--- src/sv/lfps_pkg.sv ---
// Shared widths, constants and types of the line-follow PID steering unit
package lfps_pkg;

	// Stream field widths
	localparam int SAMPLE_W = 12;
	localparam int GAIN_W   = 16;
	localparam int POWER_W  = 8;
	localparam int DUTY_W   = 16;
	localparam int IN_DATA_W  = 40;
	localparam int OUT_DATA_W = 2 * DUTY_W;

	// Configuration port
	localparam int CFG_IDX_W  = 2;
	localparam int CFG_DATA_W = 16;
	localparam logic [CFG_IDX_W-1:0] REG_PROP_GAIN  = 2'd0;
	localparam logic [CFG_IDX_W-1:0] REG_INTEG_GAIN = 2'd1;
	localparam logic [CFG_IDX_W-1:0] REG_DERIV_GAIN = 2'd2;
	localparam logic [CFG_IDX_W-1:0] REG_POWER      = 2'd3;
	localparam logic [GAIN_W-1:0]  PROP_GAIN_RST  = 16'd128;
	localparam logic [GAIN_W-1:0]  INTEG_GAIN_RST = 16'd9;
	localparam logic [GAIN_W-1:0]  DERIV_GAIN_RST = 16'd3584;
	localparam logic [POWER_W-1:0] POWER_RST      = 8'd70;

	// Error path
	localparam int WINDOW_DEF = 9;
	localparam int ERR_W      = 20;
	localparam int SUM_W      = 24;
	localparam int DIFF_W     = ERR_W + 1;
	localparam int MIDP_W     = 27;
	localparam int MTERM_W    = 17;
	localparam int EPROD_W    = 32;
	localparam int E_FRAC     = 12;
	localparam int MID_COEF   = 19661;
	localparam int MTERM_BASE = 87818;

	// Controller output and duty
	localparam int U_W      = 42;
	localparam int ONE_Q24  = 1 << 24;
	localparam int NUM_W    = 49;
	localparam int QUO_W    = 17;
	localparam int DIVISOR  = 51200;
	localparam int DIV_HALF = 25600;
	localparam int DUTY_MID = 32768;

	// Digit-serial multiplier
	localparam int DIG_W     = 4;
	localparam int MUL_A_W   = U_W;
	localparam int MUL_B_W   = MTERM_W;
	localparam int MUL_ACC_W = MUL_A_W + MUL_B_W;
	localparam int NDIG_MAX  = (MUL_B_W + DIG_W - 1) / DIG_W;
	localparam int MUL_CNT_W = $clog2(NDIG_MAX + 1);
	localparam logic [MUL_CNT_W-1:0] NDIG_MID   = MUL_CNT_W'((SAMPLE_W + DIG_W - 1) / DIG_W);
	localparam logic [MUL_CNT_W-1:0] NDIG_MTERM = MUL_CNT_W'((MTERM_W + DIG_W - 1) / DIG_W);
	localparam logic [MUL_CNT_W-1:0] NDIG_GAIN  = MUL_CNT_W'((GAIN_W + DIG_W - 1) / DIG_W);
	localparam logic [MUL_CNT_W-1:0] NDIG_POWER = MUL_CNT_W'((POWER_W + DIG_W - 1) / DIG_W);

	// Command to the multiplier
	typedef struct packed {
		logic                 start;
		logic                 accum;
		logic [MUL_CNT_W-1:0] ndig;
	} mul_cmd_t;

endpackage

--- src/sv/lfps_digit_mul.sv ---
// Signed by unsigned multiply-accumulate, one multiplier digit per cycle, LSB first
module lfps_digit_mul (
	input  logic                                  clk,
	input  logic                                  arst_n,
	input  lfps_pkg::mul_cmd_t                    cmd,
	input  logic signed [lfps_pkg::MUL_A_W-1:0]   a,
	input  logic        [lfps_pkg::MUL_B_W-1:0]   b,
	output logic                                  done,
	output logic signed [lfps_pkg::MUL_ACC_W-1:0] acc
);

	localparam int ACC_W = lfps_pkg::MUL_ACC_W;
	localparam int DIG_W = lfps_pkg::DIG_W;

	logic signed [ACC_W-1:0]              a_q;
	logic        [lfps_pkg::MUL_B_W-1:0]  b_q;
	logic signed [ACC_W-1:0]              acc_q;
	logic        [lfps_pkg::MUL_CNT_W-1:0] cnt_q;
	logic                                 run_q;
	logic                                 done_q;
	logic signed [DIG_W:0]                dig_s;
	logic signed [ACC_W-1:0]              pp;

	// Partial product of the shifted multiplicand and the current digit
	assign dig_s = $signed({1'b0, b_q[DIG_W-1:0]});
	assign pp    = a_q * ACC_W'(dig_s);

	// Load, then advance one digit a cycle
	always_ff @(posedge clk or negedge arst_n) begin
		if (!arst_n) begin
			run_q  <= 1'b0;
			done_q <= 1'b0;
			cnt_q  <= '0;
			acc_q  <= '0;
			a_q    <= '0;
			b_q    <= '0;
		end else begin
			done_q <= 1'b0;
			if (cmd.start) begin
				a_q   <= ACC_W'(a);
				b_q   <= b;
				cnt_q <= cmd.ndig;
				run_q <= 1'b1;
				if (!cmd.accum) begin
					acc_q <= '0;
				end
			end else if (run_q) begin
				acc_q <= acc_q + pp;
				a_q   <= a_q <<< DIG_W;
				b_q   <= b_q >> DIG_W;
				cnt_q <= cnt_q - 1'b1;
				if (cnt_q == lfps_pkg::MUL_CNT_W'(1)) begin
					run_q  <= 1'b0;
					done_q <= 1'b1;
				end
			end
		end
	end

	assign done = done_q;
	assign acc  = acc_q;

endmodule

--- src/sv/lfps_duty_div.sv ---
// Rounded division by the duty scale, one quotient bit per cycle, with saturation
module lfps_duty_div (
	input  logic                              clk,
	input  logic                              arst_n,
	input  logic                              start,
	input  logic [lfps_pkg::NUM_W-1:0]        num,
	input  logic                              neg,
	output logic                              done,
	output logic [lfps_pkg::DUTY_W-1:0]       duty
);

	localparam int NUM_W = lfps_pkg::NUM_W;
	localparam int QUO_W = lfps_pkg::QUO_W;
	localparam int CNT_W = $clog2(QUO_W + 1);
	localparam logic [NUM_W-1:0] DIV_INIT = NUM_W'(lfps_pkg::DIVISOR) << (QUO_W - 1);
	localparam logic [NUM_W-1:0] SAT_LIM  = NUM_W'(lfps_pkg::DIVISOR) << QUO_W;
	localparam logic [QUO_W-1:0] Q_MID    = QUO_W'(lfps_pkg::DUTY_MID);
	localparam logic [QUO_W-1:0] Q_POS_MAX = QUO_W'(lfps_pkg::DUTY_MID - 1);

	logic [NUM_W-1:0] rem_q;
	logic [NUM_W-1:0] dsh_q;
	logic [QUO_W-1:0] q_q;
	logic [CNT_W-1:0] cnt_q;
	logic             run_q;
	logic             done_q;
	logic             sat_q;
	logic             neg_q;
	logic             ge;
	logic [QUO_W-1:0] qf;
	logic [QUO_W-1:0] duty_w;

	assign ge = rem_q >= dsh_q;

	// Restoring division of the magnitude by a right-shifting divisor
	always_ff @(posedge clk or negedge arst_n) begin
		if (!arst_n) begin
			run_q  <= 1'b0;
			done_q <= 1'b0;
			cnt_q  <= '0;
			rem_q  <= '0;
			dsh_q  <= '0;
			q_q    <= '0;
			sat_q  <= 1'b0;
			neg_q  <= 1'b0;
		end else begin
			done_q <= 1'b0;
			if (start) begin
				rem_q <= num;
				dsh_q <= DIV_INIT;
				q_q   <= '0;
				sat_q <= num >= SAT_LIM;
				neg_q <= neg;
				cnt_q <= CNT_W'(QUO_W);
				run_q <= 1'b1;
			end else if (run_q) begin
				if (ge) begin
					rem_q <= rem_q - dsh_q;
				end
				q_q   <= {q_q[QUO_W-2:0], ge};
				dsh_q <= dsh_q >> 1;
				cnt_q <= cnt_q - 1'b1;
				if (cnt_q == CNT_W'(1)) begin
					run_q  <= 1'b0;
					done_q <= 1'b1;
				end
			end
		end
	end

	// Offset about mid scale and clamp to the duty range
	always_comb begin
		qf = sat_q ? '1 : q_q;
		if (!neg_q) begin
			duty_w = (qf > Q_POS_MAX) ? QUO_W'(16'hFFFF) : Q_MID + qf;
		end else begin
			duty_w = (qf > Q_MID) ? '0 : Q_MID - qf;
		end
	end

	assign done = done_q;
	assign duty = duty_w[lfps_pkg::DUTY_W-1:0];

endmodule

--- src/sv/lfps_err_line.sv ---
// Delay line of recent errors with a running window sum
module lfps_err_line #(
	parameter int WINDOW = lfps_pkg::WINDOW_DEF
) (
	input  logic                                clk,
	input  logic                                arst_n,
	input  logic                                push,
	input  logic signed [lfps_pkg::ERR_W-1:0]   err,
	output logic signed [lfps_pkg::ERR_W-1:0]   prev,
	output logic signed [lfps_pkg::SUM_W-1:0]   sum
);

	localparam int ERR_W = lfps_pkg::ERR_W;
	localparam int SUM_W = lfps_pkg::SUM_W;

	logic signed [ERR_W-1:0] hist_q [WINDOW];
	logic signed [SUM_W-1:0] sum_q;

	// Shift in the newest error, drop the oldest from the sum
	always_ff @(posedge clk or negedge arst_n) begin
		if (!arst_n) begin
			for (int i = 0; i < WINDOW; i++) begin
				hist_q[i] <= '0;
			end
			sum_q <= '0;
		end else if (push) begin
			hist_q[0] <= err;
			for (int i = 1; i < WINDOW; i++) begin
				hist_q[i] <= hist_q[i-1];
			end
			sum_q <= sum_q + SUM_W'(err) - SUM_W'(hist_q[WINDOW-1]);
		end
	end

	assign prev = hist_q[0];
	assign sum  = sum_q;

endmodule

--- src/sv/line_follow_pid_steering_unit.sv ---
// Line-follow PID steering unit.
// Input stream s_*: one item per control tick carrying the left, middle and
// right reflectance samples. Output stream m_*: one item per input item with
// the left and right motor duties in Q0.16, 32768 meaning stopped.
// Configuration channel cfg_*: writes the three Q8.8 gains and the signed
// power level; cfg_ready is always high, and writes are meant for idle times.
// A new item is taken only once the previous one has gone to the output
// register. Each item is worked through by the shared 4-bit digit-serial
// multiplier (seven products, one digit a cycle) and by the bit-serial divider
// that forms each duty (17 quotient bits per wheel, two wheels in turn).
// Reset clears the error history and window sum, loads the register reset
// values and empties the output register.
// A finished result waits in the output register while m_tready is low; the
// next item is taken meanwhile and computed, and it waits in the last step
// until the output register is free.
module line_follow_pid_steering_unit #(
	parameter int WINDOW = lfps_pkg::WINDOW_DEF
) (
	input  logic                                  clk,
	input  logic                                  arst_n,
	// left_sample [11:0], middle_sample [23:12], right_sample [35:24], zero pad
	input  logic [lfps_pkg::IN_DATA_W-1:0]        s_tdata,
	input  logic                                  s_tvalid,
	output logic                                  s_tready,
	// left_duty [15:0], right_duty [31:16]
	output logic [lfps_pkg::OUT_DATA_W-1:0]       m_tdata,
	output logic                                  m_tvalid,
	input  logic                                  m_tready,
	input  logic                                  cfg_valid,
	output logic                                  cfg_ready,
	input  logic [lfps_pkg::CFG_IDX_W-1:0]        cfg_index,
	input  logic [lfps_pkg::CFG_DATA_W-1:0]       cfg_data
);

	localparam int SAMPLE_W = lfps_pkg::SAMPLE_W;
	localparam int ERR_W    = lfps_pkg::ERR_W;
	localparam int DIFF_W   = lfps_pkg::DIFF_W;
	localparam int U_W      = lfps_pkg::U_W;
	localparam int A_W      = lfps_pkg::MUL_A_W;
	localparam int B_W      = lfps_pkg::MUL_B_W;
	localparam int NUM_W    = lfps_pkg::NUM_W;
	localparam int DUTY_W   = lfps_pkg::DUTY_W;
	localparam int MIDP_W   = lfps_pkg::MIDP_W;
	localparam int MTERM_W  = lfps_pkg::MTERM_W;
	localparam int EPROD_W  = lfps_pkg::EPROD_W;
	localparam int E_FRAC   = lfps_pkg::E_FRAC;
	localparam int POWER_W  = lfps_pkg::POWER_W;
	localparam logic signed [U_W-1:0] ONE = U_W'(lfps_pkg::ONE_Q24);

	typedef enum logic [3:0] {
		ST_IDLE, ST_MID, ST_ERR, ST_PG, ST_IG, ST_DG, ST_FAC,
		ST_LMUL, ST_LDIV, ST_RDIV, ST_OUT
	} state_t;

	state_t state_q;

	logic [lfps_pkg::GAIN_W-1:0]  prop_gain_q;
	logic [lfps_pkg::GAIN_W-1:0]  integ_gain_q;
	logic [lfps_pkg::GAIN_W-1:0]  deriv_gain_q;
	logic signed [POWER_W-1:0]    power_q;

	logic [SAMPLE_W-1:0]          left_q;
	logic [SAMPLE_W-1:0]          right_q;
	logic signed [DIFF_W-1:0]     diff_q;
	logic signed [U_W-1:0]        lf_q;
	logic signed [U_W-1:0]        rf_q;
	logic [DUTY_W-1:0]            left_duty_q;
	logic [DUTY_W-1:0]            right_duty_q;
	logic [lfps_pkg::OUT_DATA_W-1:0] m_tdata_q;
	logic                         m_tvalid_q;

	lfps_pkg::mul_cmd_t           mul_cmd;
	logic signed [A_W-1:0]        mul_a;
	logic [B_W-1:0]               mul_b;
	logic                         mul_done;
	logic signed [lfps_pkg::MUL_ACC_W-1:0] mul_acc;

	logic                         div_start;
	logic [NUM_W-1:0]             div_num;
	logic                         div_neg;
	logic                         div_done;
	logic [DUTY_W-1:0]            div_duty;

	logic                         hist_push;
	logic signed [ERR_W-1:0]      hist_prev;
	logic signed [lfps_pkg::SUM_W-1:0] hist_sum;

	logic [MIDP_W-1:0]            midp;
	logic [MTERM_W-1:0]           mterm;
	logic signed [SAMPLE_W:0]     lr_diff;
	logic signed [EPROD_W-1:0]    eprod;
	logic signed [EPROD_W-1:0]    e_rnd;
	logic signed [ERR_W-1:0]      e_new;
	logic signed [U_W-1:0]        u;
	logic [POWER_W-1:0]           pw_mag;
	logic [NUM_W-1:0]             num_rnd;

	assign s_tready  = (state_q == ST_IDLE);
	assign cfg_ready = 1'b1;
	assign m_tvalid  = m_tvalid_q;
	assign m_tdata   = m_tdata_q;

	// Configuration registers
	always_ff @(posedge clk or negedge arst_n) begin
		if (!arst_n) begin
			prop_gain_q  <= lfps_pkg::PROP_GAIN_RST;
			integ_gain_q <= lfps_pkg::INTEG_GAIN_RST;
			deriv_gain_q <= lfps_pkg::DERIV_GAIN_RST;
			power_q      <= lfps_pkg::POWER_RST;
		end else if (cfg_valid) begin
			case (cfg_index)
				lfps_pkg::REG_PROP_GAIN:  prop_gain_q  <= cfg_data;
				lfps_pkg::REG_INTEG_GAIN: integ_gain_q <= cfg_data;
				lfps_pkg::REG_DERIV_GAIN: deriv_gain_q <= cfg_data;
				lfps_pkg::REG_POWER:      power_q      <= cfg_data[POWER_W-1:0];
				default: ;
			endcase
		end
	end

	// Middle term, rounded error and controller output from the accumulator
	assign midp    = mul_acc[MIDP_W-1:0];
	assign mterm   = MTERM_W'(lfps_pkg::MTERM_BASE) - MTERM_W'((midp + MIDP_W'(2048)) >> E_FRAC);
	assign lr_diff = $signed({1'b0, left_q}) - $signed({1'b0, right_q});
	assign eprod   = $signed(mul_acc[EPROD_W-1:0]);
	assign e_rnd   = eprod + (eprod[EPROD_W-1] ? EPROD_W'(2047) : EPROD_W'(2048));
	assign e_new   = $signed(e_rnd[E_FRAC +: ERR_W]);
	assign u       = $signed(mul_acc[U_W-1:0]);
	assign pw_mag  = power_q[POWER_W-1] ? POWER_W'(-power_q) : POWER_W'(power_q);
	assign num_rnd = mul_acc[NUM_W-1:0] + NUM_W'(lfps_pkg::DIV_HALF);

	// Issue multiplier and divider commands per step
	always_comb begin
		mul_cmd   = '0;
		mul_a     = '0;
		mul_b     = '0;
		div_start = 1'b0;
		div_num   = num_rnd;
		div_neg   = 1'b0;
		hist_push = 1'b0;
		case (state_q)
			ST_IDLE: begin
				if (s_tvalid) begin
					mul_cmd.start = 1'b1;
					mul_cmd.ndig  = lfps_pkg::NDIG_MID;
					mul_a = A_W'(lfps_pkg::MID_COEF);
					mul_b = B_W'(s_tdata[2*SAMPLE_W-1:SAMPLE_W]);
				end
			end
			ST_MID: begin
				if (mul_done) begin
					mul_cmd.start = 1'b1;
					mul_cmd.ndig  = lfps_pkg::NDIG_MTERM;
					mul_a = A_W'(lr_diff);
					mul_b = B_W'(mterm);
				end
			end
			ST_ERR: begin
				if (mul_done) begin
					hist_push     = 1'b1;
					mul_cmd.start = 1'b1;
					mul_cmd.ndig  = lfps_pkg::NDIG_GAIN;
					mul_a = A_W'(e_new);
					mul_b = B_W'(prop_gain_q);
				end
			end
			ST_PG: begin
				if (mul_done) begin
					mul_cmd.start = 1'b1;
					mul_cmd.accum = 1'b1;
					mul_cmd.ndig  = lfps_pkg::NDIG_GAIN;
					mul_a = A_W'(hist_sum);
					mul_b = B_W'(integ_gain_q);
				end
			end
			ST_IG: begin
				if (mul_done) begin
					mul_cmd.start = 1'b1;
					mul_cmd.accum = 1'b1;
					mul_cmd.ndig  = lfps_pkg::NDIG_GAIN;
					mul_a = A_W'(diff_q);
					mul_b = B_W'(deriv_gain_q);
				end
			end
			ST_FAC: begin
				mul_cmd.start = 1'b1;
				mul_cmd.ndig  = lfps_pkg::NDIG_POWER;
				mul_a = lf_q[U_W-1] ? -lf_q : lf_q;
				mul_b = B_W'(pw_mag);
			end
			ST_LMUL: begin
				if (mul_done) begin
					div_start     = 1'b1;
					div_neg       = lf_q[U_W-1] ^ power_q[POWER_W-1];
					mul_cmd.start = 1'b1;
					mul_cmd.ndig  = lfps_pkg::NDIG_POWER;
					mul_a = rf_q[U_W-1] ? -rf_q : rf_q;
					mul_b = B_W'(pw_mag);
				end
			end
			ST_LDIV: begin
				if (div_done) begin
					div_start = 1'b1;
					div_neg   = rf_q[U_W-1] ^ power_q[POWER_W-1];
				end
			end
			default: ;
		endcase
	end

	// Sequencer and output register
	always_ff @(posedge clk or negedge arst_n) begin
		if (!arst_n) begin
			state_q      <= ST_IDLE;
			m_tvalid_q   <= 1'b0;
			m_tdata_q    <= '0;
			left_q       <= '0;
			right_q      <= '0;
			diff_q       <= '0;
			lf_q         <= '0;
			rf_q         <= '0;
			left_duty_q  <= '0;
			right_duty_q <= '0;
		end else begin
			// Drop a taken item unless the next one replaces it
			if (m_tvalid_q && m_tready && (state_q != ST_OUT)) begin
				m_tvalid_q <= 1'b0;
			end
			case (state_q)
				ST_IDLE: begin
					if (s_tvalid) begin
						left_q  <= s_tdata[SAMPLE_W-1:0];
						right_q <= s_tdata[3*SAMPLE_W-1:2*SAMPLE_W];
						state_q <= ST_MID;
					end
				end
				ST_MID: begin
					if (mul_done) begin
						state_q <= ST_ERR;
					end
				end
				ST_ERR: begin
					if (mul_done) begin
						diff_q  <= DIFF_W'(e_new) - DIFF_W'(hist_prev);
						state_q <= ST_PG;
					end
				end
				ST_PG: begin
					if (mul_done) begin
						state_q <= ST_IG;
					end
				end
				ST_IG: begin
					if (mul_done) begin
						state_q <= ST_DG;
					end
				end
				ST_DG: begin
					if (mul_done) begin
						if (!u[U_W-1] && (u != '0)) begin
							lf_q <= ONE - u;
							rf_q <= ONE;
						end else begin
							lf_q <= ONE;
							rf_q <= ONE + u;
						end
						state_q <= ST_FAC;
					end
				end
				ST_FAC: begin
					state_q <= ST_LMUL;
				end
				ST_LMUL: begin
					if (mul_done) begin
						state_q <= ST_LDIV;
					end
				end
				ST_LDIV: begin
					if (div_done) begin
						left_duty_q <= div_duty;
						state_q     <= ST_RDIV;
					end
				end
				ST_RDIV: begin
					if (div_done) begin
						right_duty_q <= div_duty;
						state_q      <= ST_OUT;
					end
				end
				ST_OUT: begin
					if (!m_tvalid_q || m_tready) begin
						m_tdata_q  <= {right_duty_q, left_duty_q};
						m_tvalid_q <= 1'b1;
						state_q    <= ST_IDLE;
					end
				end
				default: begin
					state_q <= ST_IDLE;
				end
			endcase
		end
	end

	lfps_digit_mul u_mul (
		.clk    (clk),
		.arst_n (arst_n),
		.cmd    (mul_cmd),
		.a      (mul_a),
		.b      (mul_b),
		.done   (mul_done),
		.acc    (mul_acc)
	);

	lfps_duty_div u_div (
		.clk    (clk),
		.arst_n (arst_n),
		.start  (div_start),
		.num    (div_num),
		.neg    (div_neg),
		.done   (div_done),
		.duty   (div_duty)
	);

	lfps_err_line #(
		.WINDOW (WINDOW)
	) u_err_line (
		.clk    (clk),
		.arst_n (arst_n),
		.push   (hist_push),
		.err    (e_new),
		.prev   (hist_prev),
		.sum    (hist_sum)
	);

endmodule

--- config.mk ---
export PLATFORM = sky130hd
export DESIGN_NAME = line_follow_pid_steering_unit
export DESIGN_NICKNAME = d
export VERILOG_FILES = /design/src/sv/lfps_pkg.sv /design/src/sv/lfps_digit_mul.sv /design/src/sv/lfps_duty_div.sv /design/src/sv/lfps_err_line.sv /design/src/sv/line_follow_pid_steering_unit.sv
export SDC_FILE = /design/constraint.sdc
export NUM_CORES = 2
export LEC_CHECK = 0
export BUFFER_PORTS_ARGS = -buffer_cell sky130_fd_sc_hd__buf_4
export CORE_UTILIZATION = 43
export DETAILED_ROUTE_END_ITERATION = 7
export PLACE_DENSITY = 0.56
export SLEW_MARGIN = 20
export SYNTH_ARGS = -nofsm -noshare
export SYNTH_HDL_FRONTEND = slang
export SYNTH_SLANG_ARGS = --single-unit
--- constraint.sdc ---
create_clock -name clk -period 8.5 [get_ports clk]
set_input_delay 1.275 -clock clk [delete_from_list [all_inputs] [get_ports clk]]
set_output_delay 1.275 -clock clk [all_outputs]
set_load 0.05 [all_outputs]
Word-level counts from Yosys, hierarchy flattened --
Index checks and enable logic that the tools add are counted.
Storage, ports and cells: input port bits 63, logic and storage cells 202, register bits after elaboration 722
Cells by class: bitwise operators 2, multiplexer cells 84, add/subtract/negate cells 19, order comparisons 4, reductions and logical operators 27, multiply operators 1, equality and inequality tests 27
Operator list (count):
- two-way mux 42 bit | 9
- two-way mux 59 bit | 5
- case mux 42 bit (7 select lines) | 1
- two-way mux 49 bit | 5
- case mux 17 bit (7 select lines) | 1
- two-way mux 17 bit | 6
- two-way mux 16 bit | 6
- negation 42 bit | 2
- adder 59 bit | 1
- multiplier 59 x 5 -> 59 bit | 1
- adder 49 x 15 -> 49 bit (second input constant) | 1
- greater-or-equal comparator 49 x 33 -> 1 bit (second input constant) | 1
- greater-or-equal comparator 49 bit | 1
- subtractor 49 bit | 1
- case mux 4 bit (11 select lines) | 1
- adder 26 x 42 -> 42 bit (first input constant) | 1
- nonzero test 42 bit | 1
- subtractor 26 x 42 -> 42 bit (first input constant) | 1
- two-way mux 4 bit | 10
- adder 32 x 13 -> 32 bit | 1
- adder 27 x 12 -> 27 bit (second input constant) | 1
- adder 24 x 20 -> 24 bit | 1
- two-way mux 12 bit | 2
- AND reduction 2 bit | 12
- other kinds (41) | 92

Longest topological paths before layout --
depth after elaboration 5, depth in mapped cells 23, depth with buffers taken out 23

Cells and area by module --
From an unflattened synthesis, not the netlist that was laid out.
Unflattened totals: cells, all modules 5480, area, all modules 50598.5 um2
Modules (own cells, without submodules):
- line_follow_pid_steering_unit | cells an instance 1935, sequential area each 6367.4 um2, area an instance 17389.2 um2, instances 1
- lfps_digit_mul | cells an instance 1844, sequential area each 3503.4 um2, area an instance 15687.5 um2, instances 1
- lfps_err_line | cells an instance 762, sequential area each 5104.9 um2, area an instance 9726.8 um2, instances 1
- lfps_duty_div | cells an instance 939, sequential area each 2677.6 um2, area an instance 7795.0 um2, instances 1

Least setup slack after synthesis --
OpenSTA, ideal clock, no wires.
kind reg2reg, start register u_mul.acc_q[31], in the netlist u_mul.acc[31], end register u_err_line.sum_q[23], in the netlist u_err_line.sum[23], setup slack 2.963 ns, stages on the path, launching flop included 21, library setup time 0.080 ns, arrival 5.457 ns, data required time 8.420 ns, path buffers 1, clock period less this slack 5.537 ns, path through dfrtp_1 clkbuf_1 inv_1 ha_1 o21ai_0 nand2b_1 a2111oi_0 nor4_1 nand2_1 xnor2_1 fa_1 ha_1 and3_1 and2_1 a221o_1 a21o_1 a211o_1 nand4_1 a31oi_1 a211oi_1 xnor2_1
Between the ends: longest elaborated chain between the ends 4
Ends and longest elaborated chain:
- from (decl) | line lfps_digit_mul.sv:17 | logic signed [ACC_W-1:0] acc_q;
- from (signal assigned) | line lfps_digit_mul.sv:48 | acc_q <= acc_q + pp;
- two-way mux 12 bit | line line_follow_pid_steering_unit.sv:126 | assign e_rnd = eprod + (eprod[EPROD_W-1] ? EPROD_W'(2047) : EPROD_W'(2048));
- adder 32 x 13 -> 32 bit | line line_follow_pid_steering_unit.sv:126
- net e_rnd[25] | line line_follow_pid_steering_unit.sv:92 | logic signed [EPROD_W-1:0] e_rnd;
- adder 24 x 20 -> 24 bit | line lfps_err_line.sv:31 | sum_q <= sum_q + SUM_W'(err) - SUM_W'(hist_q[WINDOW-1]);
- subtractor 24 x 20 -> 24 bit | line lfps_err_line.sv:31
- to (signal assigned) | line lfps_err_line.sv:31
- to (decl) | line lfps_err_line.sv:17 | logic signed [SUM_W-1:0] sum_q;
The timed path passes the listed nets, and every way through them passes these cells. A chain may end at the register's enable or synchronous reset.

Worst setup path after layout --
start register u_mul.acc_q[1], in the netlist u_mul.acc[1], end register u_err_line.sum_q[23], in the netlist u_err_line.sum[23]
Between the ends: longest elaborated chain between the ends 3
Ends and longest elaborated chain (line):
- adder 32 x 13 -> 32 bit | line_follow_pid_steering_unit.sv:126
- net e_rnd[23] | line_follow_pid_steering_unit.sv:92
- adder 24 x 20 -> 24 bit | lfps_err_line.sv:31
- subtractor 24 x 20 -> 24 bit | lfps_err_line.sv:31
The timed path passes the listed nets, and every way through them passes these cells.

==> impl_metrics.py <==
metrics = {
    "outcome": {
        "outcome": "completed",
    },
    "synth": {
        "synth_seq_area_share_pct": 37.60,
        "ys.flop_type": "dfrtp_1",
        "synth_area_leader_cell": "dfrtp_1",
        "syn-instance-count": 5073,
        "yosys-top-cells-area": "dfrtp_1 (37%), nand2_1 (7.5%), fa_1 (7.2%), ha_1 (5.9%), xnor2_1 (4.0%)",
        "yosysTopAreaCellShare_pct": 37.08,
        "synth_common_cells": "nand2_1 (907), dfrtp_1 (676), o21ai_0 (356)",
        "synthArstFlopShare_pct": 100.0,
        "syn_avg_cell_area_um2": 8.993,
        "ys_warn_count": 0,
        "yosysUniqueCellTypes": 88,
        "syn_area_um2": 45620,
        "synth_nets": 5513,
        "synth_edf_count": 0,
        "synth-seq-cells": 685,
        "synthMostInstantiatedCell": "nand2_1",
    },
    "run": {
        "drv_cap": 0,
    },
    "floorplan": {
        "coreArea_um2": 105300,
        "io_pins": 98,
        "die-area_um2": 107400,
        "die_w_um": 327.7,
        "fp-row-count": 119,
        "initial_utilization_pct": 43.34,
        "fp.dieH_um": 327.7,
    },
    "routing": {
        "dr.pass1.iters": 6,
        "wire_per_inst_um": 20.26,
        "vias_per_cell": 5.616,
        "drtIter0Drc": 3188,
        "antenna_left": 0,
        "wirelength_um": 131800,
        "vias": 36528,
        "drc": 0,
    },
    "sta": {
        "slew_headroom_pct": 28.67,
        "whs_ns": 0.4582,
        "rsz0062_at_grt": "no",
        "fin_crit_ns": 6.580,
        "setup_viol": 0,
        "tightestPinTransition_ns": 1.043,
        "skew_ns": 0.02293,
        "tns_ns": 0,
        "fin_crit_sh_pct": 77.41,
        "hold_viol_final": 0,
        "maxSlewViolCount": 0,
        "fmax_mhz": 152.0,
    },
    "clock_network": {
        "ctsResizeCount": 0,
        "cts_tree": "built",
        "cts_buffers": 82,
        "cts_setup_buffers": 0,
        "cts_buffer_depth": 3,
        "cts_max_level": 3,
        "clk_pin_slew_ns": 0.06,
        "clock-sinks": 685,
        "clock_latency_ns": 0.68,
        "ctsHoldBuffers": 0,
        "cts-root-buf": "clkbuf_16",
    },
    "placed_design": {
        "post-dp-hpwl_um": 92660,
        "place_congestion": 0.9200,
        "portBuffers": 92,
        "dp_cells": 6353,
    },
    "setup_path": {
        "critPathLaunch": "u_mul.acc[1]",
        "worstPathRequired_ns": 9.09,
        "path_max_fanout": 10,
        "endpoint_kind": "register",
        "reg2reg_slack_ns": 1.92,
        "crit_type": "register to register",
        "arrival_ns": 7.17,
        "r2r-start": "u_mul.acc[1]",
        "startpoint_type": "register",
    },
    "pwr": {
        "power.total_w": 0.007184,
        "irDropWorstVdd_uv": 145.1,
        "cellLeakagePower_nw": 24.27,
        "powerDensity_nw_per_um2": 142.1,
    },
    "global_routing": {
        "grt-ovfl-total": 0,
        "antenna_found_initial": 3,
        "track_usage_pct": 24.81,
        "grt_max_degree": 204,
        "grt_pass1_vias": 35962,
        "grt_pass1_wl_um": 210600,
    },
    "hold_path": {
        "min-delay-start": "u_err_line.hist_q[60]",
        "worstHoldPathType": "register to register",
    },
    "finish": {
        "stdcell_count": 6504,
        "nNetsFinal": 5486,
        "finalCoreUtilization_pct": 48.02,
        "drive_gt1_share_pct": 9.290,
        "n_antenna_cell": 0,
        "area_growth_pct": 10.80,
    },
}
## per-layer routing
layer	global-route usage [%]	share of wire, %	vias up
met5	0	0.031	-
met4	8.411	3.1	6
met3	3.726	5.6	220
met2	38.82	46	962
met1	35.05	46	18047
li1	-	-	17293
## metrics by stage
stage	worst slack, ns	cell area, um^2
3_3_place_gp	2.048	47730
6_report	1.920	50550
3_5_place_dp	1.986	47730
2_1_floorplan	2.963	45620
4_1_cts	1.988	50530
5_1_grt	1.626	50550
## path summary, 6_finish.rpt
kind	end	cells past startpoint
max	u_err_line.sum[23]	22
min	u_err_line.hist_q[40]	2
max reg2reg	u_err_line.sum[23]	22
min reg2reg	u_err_line.hist_q[40]	2
max in group asynchronous	u_err_line.hist_q[47]	2
min in group asynchronous	u_mul.acc[46]	1
## final cells by class
type | count | area, um^2
fill | 10156 | 54720
multi-input combinational | 3799 | 26370
clock inverter | 39 | 452.9
sequential | 685 | 17160
tap | 1391 | 1740
clock buffer | 112 | 2345
inverter | 313 | 1175
timing repair buffer | 165 | 1309
## cell usage in the layout (no fill, tap or decap), drive strengths merged, types with 78 or more instances in the layout
master,netlist,layout
a21o,80,80
a21oi,220,220
and2,200,200
buf,43,165
clkbuf,232,112
dfrtp,676,676
fa,163,163
ha,214,214
inv,313,317
mux2,96,96
mux2i,92,92
nand2,907,907
nand3,78,78
nor2,267,267
o21ai,359,359
xnor2,210,210
xor2,138,138
## state kept, by name (all words and copies together), names as in the netlist, 16 cells and up
signal             cells
u_div.rem_q           49
rf_q                  42
integ_gain_q          16
u_err_line.prev       20
prop_gain_q           16
u_div.q_q             17
u_mul.a_q             49
right_duty_q          16
lf_q                  42
left_duty_q           16
u_div.dsh_q           32
u_err_line.hist_q    160
diff_q                21
u_err_line.sum        24
m_tdata               32
u_mul.acc             49
deriv_gain_q          16
u_mul.b_q             17
## report_power, final
part | leakage [nW] | switching, W | internal (W)
clock | 1.39 | 0.00152 | 0.00213
sequential | 9.08 | 0.0000344 | 0.00332
combinational | 13.8 | 0.000101 | 0.0000736
## critical path: stages, from the launching register on
cell       delay (ns)
dfrtp_1          0.67
ha_1             0.33
a31o_2           0.24
a21o_1           0.17
a21o_1           0.17
a21o_1           0.16
a2111oi_0        0.90
nor4_2           0.12
buf_4            0.24
nand2_1          0.08
xor2_1           0.48
inv_1            0.17
fa_1             0.46
ha_1             0.38
and3_1           0.21
and2_1           0.17
a221o_1          0.30
a21o_1           0.21
a211o_1          0.31
nand4_1          0.12
a31oi_1          0.16
a211oi_1         0.31
xnor2_1          0.15
## cell families after synthesis
family	share of synthesized area, %
flops	37.60
mux	4.388
compound gates	14.69
other cells	0.008220
buf+inv	4.948
simple gates	18.66
xor+xnor	6.681
fa+ha+maj	13.02
No activity file was read; power rests on OpenSTA's default activity.
